$ cat src/hw/rtl/pab_pkg.sv
// Shared types, blend mode codes and the rounding function of the premultiplied ARGB blend.
// No dependencies; every file of the block but pab_ifs imports this package.
package pab_pkg;

  // Blend mode codes as held in the mode register.
  typedef enum logic [2:0] {
    MODE_NORMAL   = 3'd0,
    MODE_MULTIPLY = 3'd1,
    MODE_SCREEN   = 3'd2,
    MODE_DARKEN   = 3'd3,
    MODE_LIGHTEN  = 3'd4
  } mode_t;

  localparam int unsigned NUM_CHAN = 3;

  // Full-scale alpha product, 255*255.
  localparam logic [15:0] FULL_SCALE = 16'd65025;

  // Smallest scaled value whose rounded quotient exceeds 255.
  localparam logic [17:0] SAT_LIMIT = 18'd65153;

  localparam logic [16:0] ROUND_BIAS = 17'd127;

  // Products formed in the first stage.
  typedef struct packed {
    logic [15:0]                         alpha_prod; // (255-aa)*(255-ab)
    logic [NUM_CHAN-1:0][7:0]            ca;
    logic [NUM_CHAN-1:0][7:0]            cb;
    logic [NUM_CHAN-1:0][15:0]           pa;         // (255-aa)*cb
    logic [NUM_CHAN-1:0][15:0]           pb;         // (255-ab)*ca
    logic [NUM_CHAN-1:0][15:0]           pab;        // ca*cb
  } prod_t;

  // Scaled values before rounding; lane NUM_CHAN is alpha.
  typedef struct packed {
    logic [NUM_CHAN:0][17:0] x;
  } mix_t;

  // Rounds x/255 to nearest and saturates at 255.
  // The quotient of y by 255 is (y + (y >> 8) + 1) >> 8, exact for y below 65280.
  function automatic logic [7:0] round_sat(input logic [17:0] x);
    logic [16:0] y;
    logic [16:0] t;
    y = {1'b0, x[15:0]} + ROUND_BIAS;
    t = y + {8'd0, y[16:8]} + 17'd1;
    if (x >= SAT_LIMIT) begin
      return 8'hFF;
    end
    return t[15:8];
  endfunction

endpackage

$ cat src/hw/rtl/pab_ifs.sv
// Valid/ready channel interfaces for the pixel pair input and the blended pixel output.
// Depends on nothing; used by the top level of the blend.
interface pab_in_if;
  logic        valid;
  logic        ready;
  logic [31:0] top_pixel;
  logic [31:0] bottom_pixel;

  modport source (output valid, output top_pixel, output bottom_pixel, input ready);
  modport sink   (input valid, input top_pixel, input bottom_pixel, output ready);
endinterface

interface pab_out_if;
  logic        valid;
  logic        ready;
  logic [31:0] result_pixel;

  modport source (output valid, output result_pixel, input ready);
  modport sink   (input valid, input result_pixel, output ready);
endinterface

$ cat src/hw/rtl/premultiplied_argb_blend.sv
// Blends a top and a bottom premultiplied ARGB8888 pixel in the mode held in the mode register
// (normal, multiply, screen, darken or lighten) and returns one pixel per input item. The block
// accepts one item in every clock cycle unless the output stalls. One register stage forms the
// 8x8 products, one combines them for the mode, and one rounds and saturates into the output
// register. Each stage holds its item while the next one is full, so a stall at the output
// loses nothing. Write cfg_data with cfg_we only while no item is in flight; writes of codes
// above lighten are ignored. Depends on pab_pkg and pab_ifs.
module premultiplied_argb_blend
  import pab_pkg::*;
(
  input  logic        clk,
  input  logic        rst,
  input  logic        cfg_we,
  input  logic [2:0]  cfg_data,
  pab_in_if.sink      pixel_in,
  pab_out_if.source   pixel_out
);

  mode_t mode;
  logic  s1_valid;
  logic  s1_ready;
  prod_t s1_data;
  logic  s2_valid;
  logic  s2_ready;
  mix_t  s2_data;

  // Mode register; codes beyond lighten leave it unchanged.
  always_ff @(posedge clk) begin
    if (rst) begin
      mode <= MODE_NORMAL;
    end else if (cfg_we && (cfg_data <= MODE_LIGHTEN)) begin
      mode <= mode_t'(cfg_data);
    end
  end

  // Product stage.
  pab_mul u_mul (
    .clk          (clk),
    .rst          (rst),
    .in_valid     (pixel_in.valid),
    .in_ready     (pixel_in.ready),
    .top_pixel    (pixel_in.top_pixel),
    .bottom_pixel (pixel_in.bottom_pixel),
    .out_valid    (s1_valid),
    .out_ready    (s1_ready),
    .out_data     (s1_data)
  );

  // Mode combination stage.
  pab_mix u_mix (
    .clk       (clk),
    .rst       (rst),
    .mode      (mode),
    .in_valid  (s1_valid),
    .in_ready  (s1_ready),
    .in_data   (s1_data),
    .out_valid (s2_valid),
    .out_ready (s2_ready),
    .out_data  (s2_data)
  );

  // Rounding stage and output register.
  pab_round u_round (
    .clk          (clk),
    .rst          (rst),
    .in_valid     (s2_valid),
    .in_ready     (s2_ready),
    .in_data      (s2_data),
    .out_valid    (pixel_out.valid),
    .out_ready    (pixel_out.ready),
    .result_pixel (pixel_out.result_pixel)
  );

`ifndef SYNTH
  // An accepted item always lands in the first stage.
  a_accept_fills_s1: assert property (@(posedge clk) disable iff (rst)
    (pixel_in.valid && pixel_in.ready) |=> s1_valid)
    else $error("accepted item did not reach the product stage");

  // A stalled item in the mix stage keeps its place and its value.
  a_s2_hold: assert property (@(posedge clk) disable iff (rst)
    (s2_valid && !s2_ready) |=> (s2_valid && $stable(s2_data)))
    else $error("mix stage item lost or changed during a stall");

  // Out-of-range mode writes leave the mode as it was.
  a_mode_guard: assert property (@(posedge clk) disable iff (rst)
    (cfg_we && (cfg_data > MODE_LIGHTEN)) |=> $stable(mode))
    else $error("invalid mode code changed the mode register");
`endif

endmodule

$ cat src/hw/rtl/pab_mul.sv
// First pipeline stage: unpacks the pixels and forms all 8x8 products.
// Depends on pab_pkg.
module pab_mul
  import pab_pkg::*;
(
  input  logic        clk,
  input  logic        rst,
  input  logic        in_valid,
  output logic        in_ready,
  input  logic [31:0] top_pixel,
  input  logic [31:0] bottom_pixel,
  output logic        out_valid,
  input  logic        out_ready,
  output prod_t       out_data
);

  logic  valid;
  prod_t data;
  prod_t data_next;

  // Products for alpha and for each color channel.
  always_comb begin
    logic [7:0] na;
    logic [7:0] nb;
    na = 8'hFF - top_pixel[31:24];
    nb = 8'hFF - bottom_pixel[31:24];
    data_next.alpha_prod = na * nb;
    for (int i = 0; i < NUM_CHAN; i++) begin
      data_next.ca[i]  = top_pixel[8*i +: 8];
      data_next.cb[i]  = bottom_pixel[8*i +: 8];
      data_next.pa[i]  = na * bottom_pixel[8*i +: 8];
      data_next.pb[i]  = nb * top_pixel[8*i +: 8];
      data_next.pab[i] = top_pixel[8*i +: 8] * bottom_pixel[8*i +: 8];
    end
  end

  // The stage takes a new item whenever it is empty or its item moves on.
  assign in_ready = !valid || out_ready;

  always_ff @(posedge clk) begin
    if (rst) begin
      valid <= 1'b0;
    end else if (in_ready) begin
      valid <= in_valid;
    end
  end

  always_ff @(posedge clk) begin
    if (in_ready && in_valid) begin
      data <= data_next;
    end
  end

  assign out_valid = valid;
  assign out_data  = data;

endmodule

$ cat src/hw/rtl/pab_mix.sv
// Second pipeline stage: combines the products into the scaled value of the selected mode.
// Depends on pab_pkg.
module pab_mix
  import pab_pkg::*;
(
  input  logic  clk,
  input  logic  rst,
  input  mode_t mode,
  input  logic  in_valid,
  output logic  in_ready,
  input  prod_t in_data,
  output logic  out_valid,
  input  logic  out_ready,
  output mix_t  out_data
);

  logic valid;
  mix_t data;
  mix_t data_next;

  // Per-channel mode formulas; 255*c is formed as (c << 8) - c.
  always_comb begin
    logic [17:0] sa;
    logic [17:0] sb;
    logic [17:0] pa;
    logic [17:0] pb;
    logic [17:0] pab;
    logic [17:0] p;
    logic [17:0] q;
    data_next.x[NUM_CHAN] = {2'b00, FULL_SCALE - in_data.alpha_prod};
    for (int i = 0; i < NUM_CHAN; i++) begin
      sa  = {2'b00, in_data.ca[i], 8'd0} - {10'd0, in_data.ca[i]};
      sb  = {2'b00, in_data.cb[i], 8'd0} - {10'd0, in_data.cb[i]};
      pa  = {2'b00, in_data.pa[i]};
      pb  = {2'b00, in_data.pb[i]};
      pab = {2'b00, in_data.pab[i]};
      p   = pa + sa;
      q   = pb + sb;
      unique case (mode)
        MODE_MULTIPLY: data_next.x[i] = pa + pb + pab;
        MODE_SCREEN:   data_next.x[i] = sa + sb - pab;
        MODE_DARKEN:   data_next.x[i] = (p < q) ? p : q;
        MODE_LIGHTEN:  data_next.x[i] = (p > q) ? p : q;
        default:       data_next.x[i] = p;
      endcase
    end
  end

  assign in_ready = !valid || out_ready;

  always_ff @(posedge clk) begin
    if (rst) begin
      valid <= 1'b0;
    end else if (in_ready) begin
      valid <= in_valid;
    end
  end

  always_ff @(posedge clk) begin
    if (in_ready && in_valid) begin
      data <= data_next;
    end
  end

  assign out_valid = valid;
  assign out_data  = data;

endmodule

$ cat src/hw/rtl/pab_round.sv
// Third pipeline stage: rounds and saturates each lane and packs the result pixel.
// Depends on pab_pkg; its register is the output register of the block.
module pab_round
  import pab_pkg::*;
(
  input  logic        clk,
  input  logic        rst,
  input  logic        in_valid,
  output logic        in_ready,
  input  mix_t        in_data,
  output logic        out_valid,
  input  logic        out_ready,
  output logic [31:0] result_pixel
);

  logic        valid;
  logic [31:0] data;
  logic [31:0] data_next;

  // Alpha goes to the top byte, blue to the bottom one.
  always_comb begin
    for (int i = 0; i <= NUM_CHAN; i++) begin
      data_next[8*i +: 8] = round_sat(in_data.x[i]);
    end
  end

  assign in_ready = !valid || out_ready;

  always_ff @(posedge clk) begin
    if (rst) begin
      valid <= 1'b0;
    end else if (in_ready) begin
      valid <= in_valid;
    end
  end

  always_ff @(posedge clk) begin
    if (in_ready && in_valid) begin
      data <= data_next;
    end
  end

  assign out_valid    = valid;
  assign result_pixel = data;

endmodule

$ cat src/flat_wrapper.sv
// flat-port wrapper written by rule: the top's interface ports become plain ports
module premultiplied_argb_blend_flat import pab_pkg::*;
  (clk, rst, cfg_we, cfg_data, pixel_in_valid, pixel_in_top_pixel, pixel_in_bottom_pixel, pixel_in_ready, pixel_out_valid, pixel_out_result_pixel, pixel_out_ready);
  pab_in_if pixel_in_i ();
  pab_out_if pixel_out_i ();
  input  logic clk;
  input  logic rst;
  input  logic cfg_we;
  input  logic [2:0] cfg_data;
  input wire logic [$bits(pixel_in_i.valid)-1:0] pixel_in_valid;
  input wire logic [$bits(pixel_in_i.top_pixel)-1:0] pixel_in_top_pixel;
  input wire logic [$bits(pixel_in_i.bottom_pixel)-1:0] pixel_in_bottom_pixel;
  output wire logic [$bits(pixel_in_i.ready)-1:0] pixel_in_ready;
  output wire logic [$bits(pixel_out_i.valid)-1:0] pixel_out_valid;
  output wire logic [$bits(pixel_out_i.result_pixel)-1:0] pixel_out_result_pixel;
  input wire logic [$bits(pixel_out_i.ready)-1:0] pixel_out_ready;
  assign pixel_in_i.valid = pixel_in_valid;
  assign pixel_in_i.top_pixel = pixel_in_top_pixel;
  assign pixel_in_i.bottom_pixel = pixel_in_bottom_pixel;
  assign pixel_in_ready = pixel_in_i.ready;
  assign pixel_out_valid = pixel_out_i.valid;
  assign pixel_out_result_pixel = pixel_out_i.result_pixel;
  assign pixel_out_i.ready = pixel_out_ready;
  premultiplied_argb_blend u_core (.clk(clk), .rst(rst), .cfg_we(cfg_we), .cfg_data(cfg_data), .pixel_in(pixel_in_i), .pixel_out(pixel_out_i));
endmodule
$ cat config.mk
export PLATFORM = sky130hd
export DESIGN_NAME = premultiplied_argb_blend_flat
export DESIGN_NICKNAME = d
export VERILOG_FILES = /design/src/hw/rtl/pab_pkg.sv /design/src/hw/rtl/pab_ifs.sv /design/src/hw/rtl/premultiplied_argb_blend.sv /design/src/hw/rtl/pab_mul.sv /design/src/hw/rtl/pab_mix.sv /design/src/hw/rtl/pab_round.sv /design/src/flat_wrapper.sv
export SDC_FILE = /design/constraint.sdc
export NUM_CORES = 2
export LEC_CHECK = 0
export BUFFER_PORTS_ARGS = -buffer_cell sky130_fd_sc_hd__buf_2
export CAP_MARGIN = 20
export CORE_MARGIN = 5
export CORE_UTILIZATION = 61
export DETAILED_ROUTE_END_ITERATION = 12
export MAX_ROUTING_LAYER = met4
export PLACE_DENSITY = 0.78
export SYNTH_ARGS = -nofsm -noshare
export SYNTH_HDL_FRONTEND = slang
export SYNTH_HIERARCHICAL = 1
export SYNTH_SLANG_ARGS = --single-unit
export TNS_END_PERCENT = 30
$ cat constraint.sdc
create_clock -name clk -period 16.9 [get_ports clk]
set_clock_uncertainty 0.1 [all_clocks]
set_input_delay 5.07 -clock clk [delete_from_list [all_inputs] [get_ports clk]]
set_output_delay 5.07 -clock clk [all_outputs]
set_load 0.02 [all_outputs]
==> qor.yml <==
run_status:
  status: "completed"
sta:
  report.final.slew_viol_count: 0
  slew_headroom: 0.328
  rsz0062_at_grt: "false"
  worstMarginPinSlew_ps: 1010
  min_period_ps: 11010
  fin_crit_sh: 0.652
  holdWs_ps: 371
  hold_viol: 0
  maxClockFrequency_mhz: 90.8
  setup_violations: 0
  setup_tns_ps: 0
place:
  place_area_um2: 49900
  place.gp.congestion: 0.997
  port_buffers: 105
  hpwl_mm: 96.3
floorplan:
  start_util: 0.614
  fp.dieW_um: 292
  num_rows: 103
  dieArea_um2: 85100
  die_h_um: 292
  coreArea_um2: 78900
  ios: 106
worst_setup_path:
  arrival_ps: 5840
  cp_top_family: "simple AND/OR/NAND/NOR gates"
  r2r_start: "u_core/u_mul/out_data[184]$_DFFE_PP_"
  cp_data_required_time_ps: 11730
  endpoint: "pixel_in_ready"
  worstSetupStartpoint: "pixel_out_ready"
  cpMostUsedCell: "nand2b_1"
  cp_slowest_stage_delay_ps: 180
  worstSetupEndpointType: "output port"
  rr_endpoint: "u_core/u_mix/out_data[52]$_DFFE_PP_"
  worstSetupStartpointType: "input port"
  r2r_cells: 19
  cp_slowest_cell: "nand2b_1"
  path_buf_inv: 2
  crit_chain: "buf_2 -> nand2b_1 -> nand2b_1 -> nand2b_1 -> buf_2"
  worstPathMaxFanout: 3
  path_class: "input port to output port"
  ff2ff_setup_slack_ps: 9710
  cp.depth: 5
clock_tree:
  clk_latency_ps: 580
  cts_setup_buffers: 0
  cts_buffers: 38
  cts_resized: 0
  htreeDepth: 2
  cts-root-buf: "clkbuf_16"
  clk_path_buf_depth: 3
  cts.clk_slew.worst_paths_ps: 60
  cts_tree: "yes"
  clock_sinks: 316
  hold_buffers: 0
synthesis:
  ys_warn_count: 6
  synth_edf_count: 310
  ys.flop_type: "edfxtp_1"
  yosysSeqAreaShare: 0.195
  yosys_register_bits: 316
  ys_types: 107
  async_flop_share: 0
  avgSynthCellArea_um2: 9.32
  synth_area_um2: 48400
  synth_area_leaders: "edfxtp_1, fa_1, ha_1"
  synth_top_cell_area_share: 0.192
  synthCells: 5198
  synth_top_area_cell: "edfxtp_1"
pwr:
  power.static_leakage_uw: 0.0238
  peakVddDrop_uv: 109
  power_density_nw_per_um2: 164
global_routing:
  overflow: 0
  grt_antenna_before_repair: 5
  grt_pass1_wl_mm: 195
  grt_usage: 0.290
  grt_max_degree: 73
  grt_pass1_vias: 37569
detailed_routing:
  via_count: 37643
  drt_wl_total_mm: 122
  drt-pass1-iter-count: 6
  drc_errors: 0
  drtIter0Drc: 2706
  viasPerCell: 5.96
  ant_nets: 0
  wl_per_cell_um: 19.3
final_layout:
  final_cell_area_um2: 51200
  final_cell_mix: "inv_1, ha_1, fa_1"
  area_growth_pct: 5.72
  nets: 6437
  mostFrequentLayoutCell: "inv_1"
  drive_gt1_frac: 0.0509
  final_util: 0.649
min_path:
  hold_class: "register to register"
run:
  drv_cap: 0
-- power by group --
| part | leakage (uW) | total (uW) | switching, uW | internal (uW) |
|---|---|---|---|---|
| combinational | 0.0201 | 6050 | 3500 | 2550 |
| sequential | 0.00303 | 1490 | 268 | 1220 |
| clock | 0.000596 | 831 | 351 | 480 |
-- state kept, by name (all words and copies together) (netlist names) --
register	cells
u_core/u_round/out_valid	1
u_core/u_mul/out_data	208
u_core/u_mix/out_valid	1
u_core/u_mix/out_data	70
u_core/u_mul/out_valid	1
u_core/mode	3
u_core/u_round/result_pixel	32
-- worst min path at each step --
stage	from	endpoint	slack, ps	cells after the start
after floorplan	u_core/u_mul/out_valid$_SDFFE_PP0N_	u_core/u_mix/out_valid$_SDFFE_PP0N_	330	2
after global placement	u_core/u_mix/out_valid$_SDFFE_PP0N_	u_core/u_round/out_valid$_SDFFE_PP0N_	350	2
final	u_core/u_mix/out_valid$_SDFFE_PP0N_	u_core/u_round/out_valid$_SDFFE_PP0N_	370	2
after detailed placement	u_core/u_mix/out_valid$_SDFFE_PP0N_	u_core/u_round/out_valid$_SDFFE_PP0N_	370	2
after CTS	u_core/u_mix/out_valid$_SDFFE_PP0N_	u_core/u_round/out_valid$_SDFFE_PP0N_	380	2
after global routing	u_core/u_mul/out_valid$_SDFFE_PP0N_	u_core/u_mix/out_valid$_SDFFE_PP0N_	410	2
-- worst reg2reg max path, cell delays in order (launching register included) --
cell,delay (ps)
edfxtp_1,530
or4_1,630
nor2_1,180
nor4b_1,440
nor2_1,190
ha_1,230
or2_1,220
a2111oi_0,750
o311ai_0,360
a41oi_1,320
xnor2_1,200
ha_1,310
a21o_1,170
a21o_1,190
a221oi_1,490
o21ai_0,250
or3b_2,500
a22oi_2,610
a21boi_0,230
or4_1,160
-- kinds of logic (layout without fill, tap and decap cells) --
| group | after synthesis | in the layout | share of synthesized area |
|---|---|---|---|
| muxes | 8 | 8 | 0.00171 |
| and+or+nand+nor | 1560 | 1560 | 0.172 |
| other | 2 | 20 | 0.000155 |
| AOI/OAI and AO/OA | 997 | 997 | 0.139 |
| adders and majority gates | 1126 | 1126 | 0.363 |
| xor gates and xnor gates | 358 | 358 | 0.0647 |
| buffers and inverters | 831 | 886 | 0.0649 |
| DFF | 316 | 316 | 0.195 |
-- stage by stage --
stage / setup WS (ps) / cells / power [uW]
final: 5890 / 6321 / 8370
after global routing: 5830 / 6320 / 9120
after CTS: 5880 / 6315 / 8270
after detailed placement: 5890 / 6249 / 7380
after global placement: 5900 / 6249 / 7230
after floorplan: 5860 / 5210 / 5940
-- layer usage --
metal | track usage | wire length (um)
met5 | - | 0
met4 | 0.0698 | 3120
met3 | 0.0524 | 9960
met2 | 0.452 | 55300
met1 | 0.398 | 53500
-- cell type report --
type	count	area, um2
Inverter	695	2610
Fill cell	6403	27700
Clock buffer	42	966
Clock inverter	24	274
Sequential cell	316	9430
Antenna cell	6	15.0
Tap cell	1050	1310
Timing Repair Buffer	125	676
Multi-Input combinational cell	4063	35900
-- synth_stat cells (29+ instances only) --
cell / count
o21bai_1: 32
a21o_1: 114
clkbuf_1: 125
a21oi_1: 231
inv_1: 694
and2_1: 179
o21a_1: 54
nor3_1: 83
fa_1: 465
nand2_1: 265
o21ai_0: 186
nand3_1: 62
a211o_1: 31
nand4_1: 33
edfxtp_1: 310
ha_1: 661
nand2b_1: 110
and3_1: 29
xnor2_1: 226
nor2b_1: 347
a211oi_1: 62
xor2_1: 132
nor2_1: 315
Power figures use the tool's default switching activity.
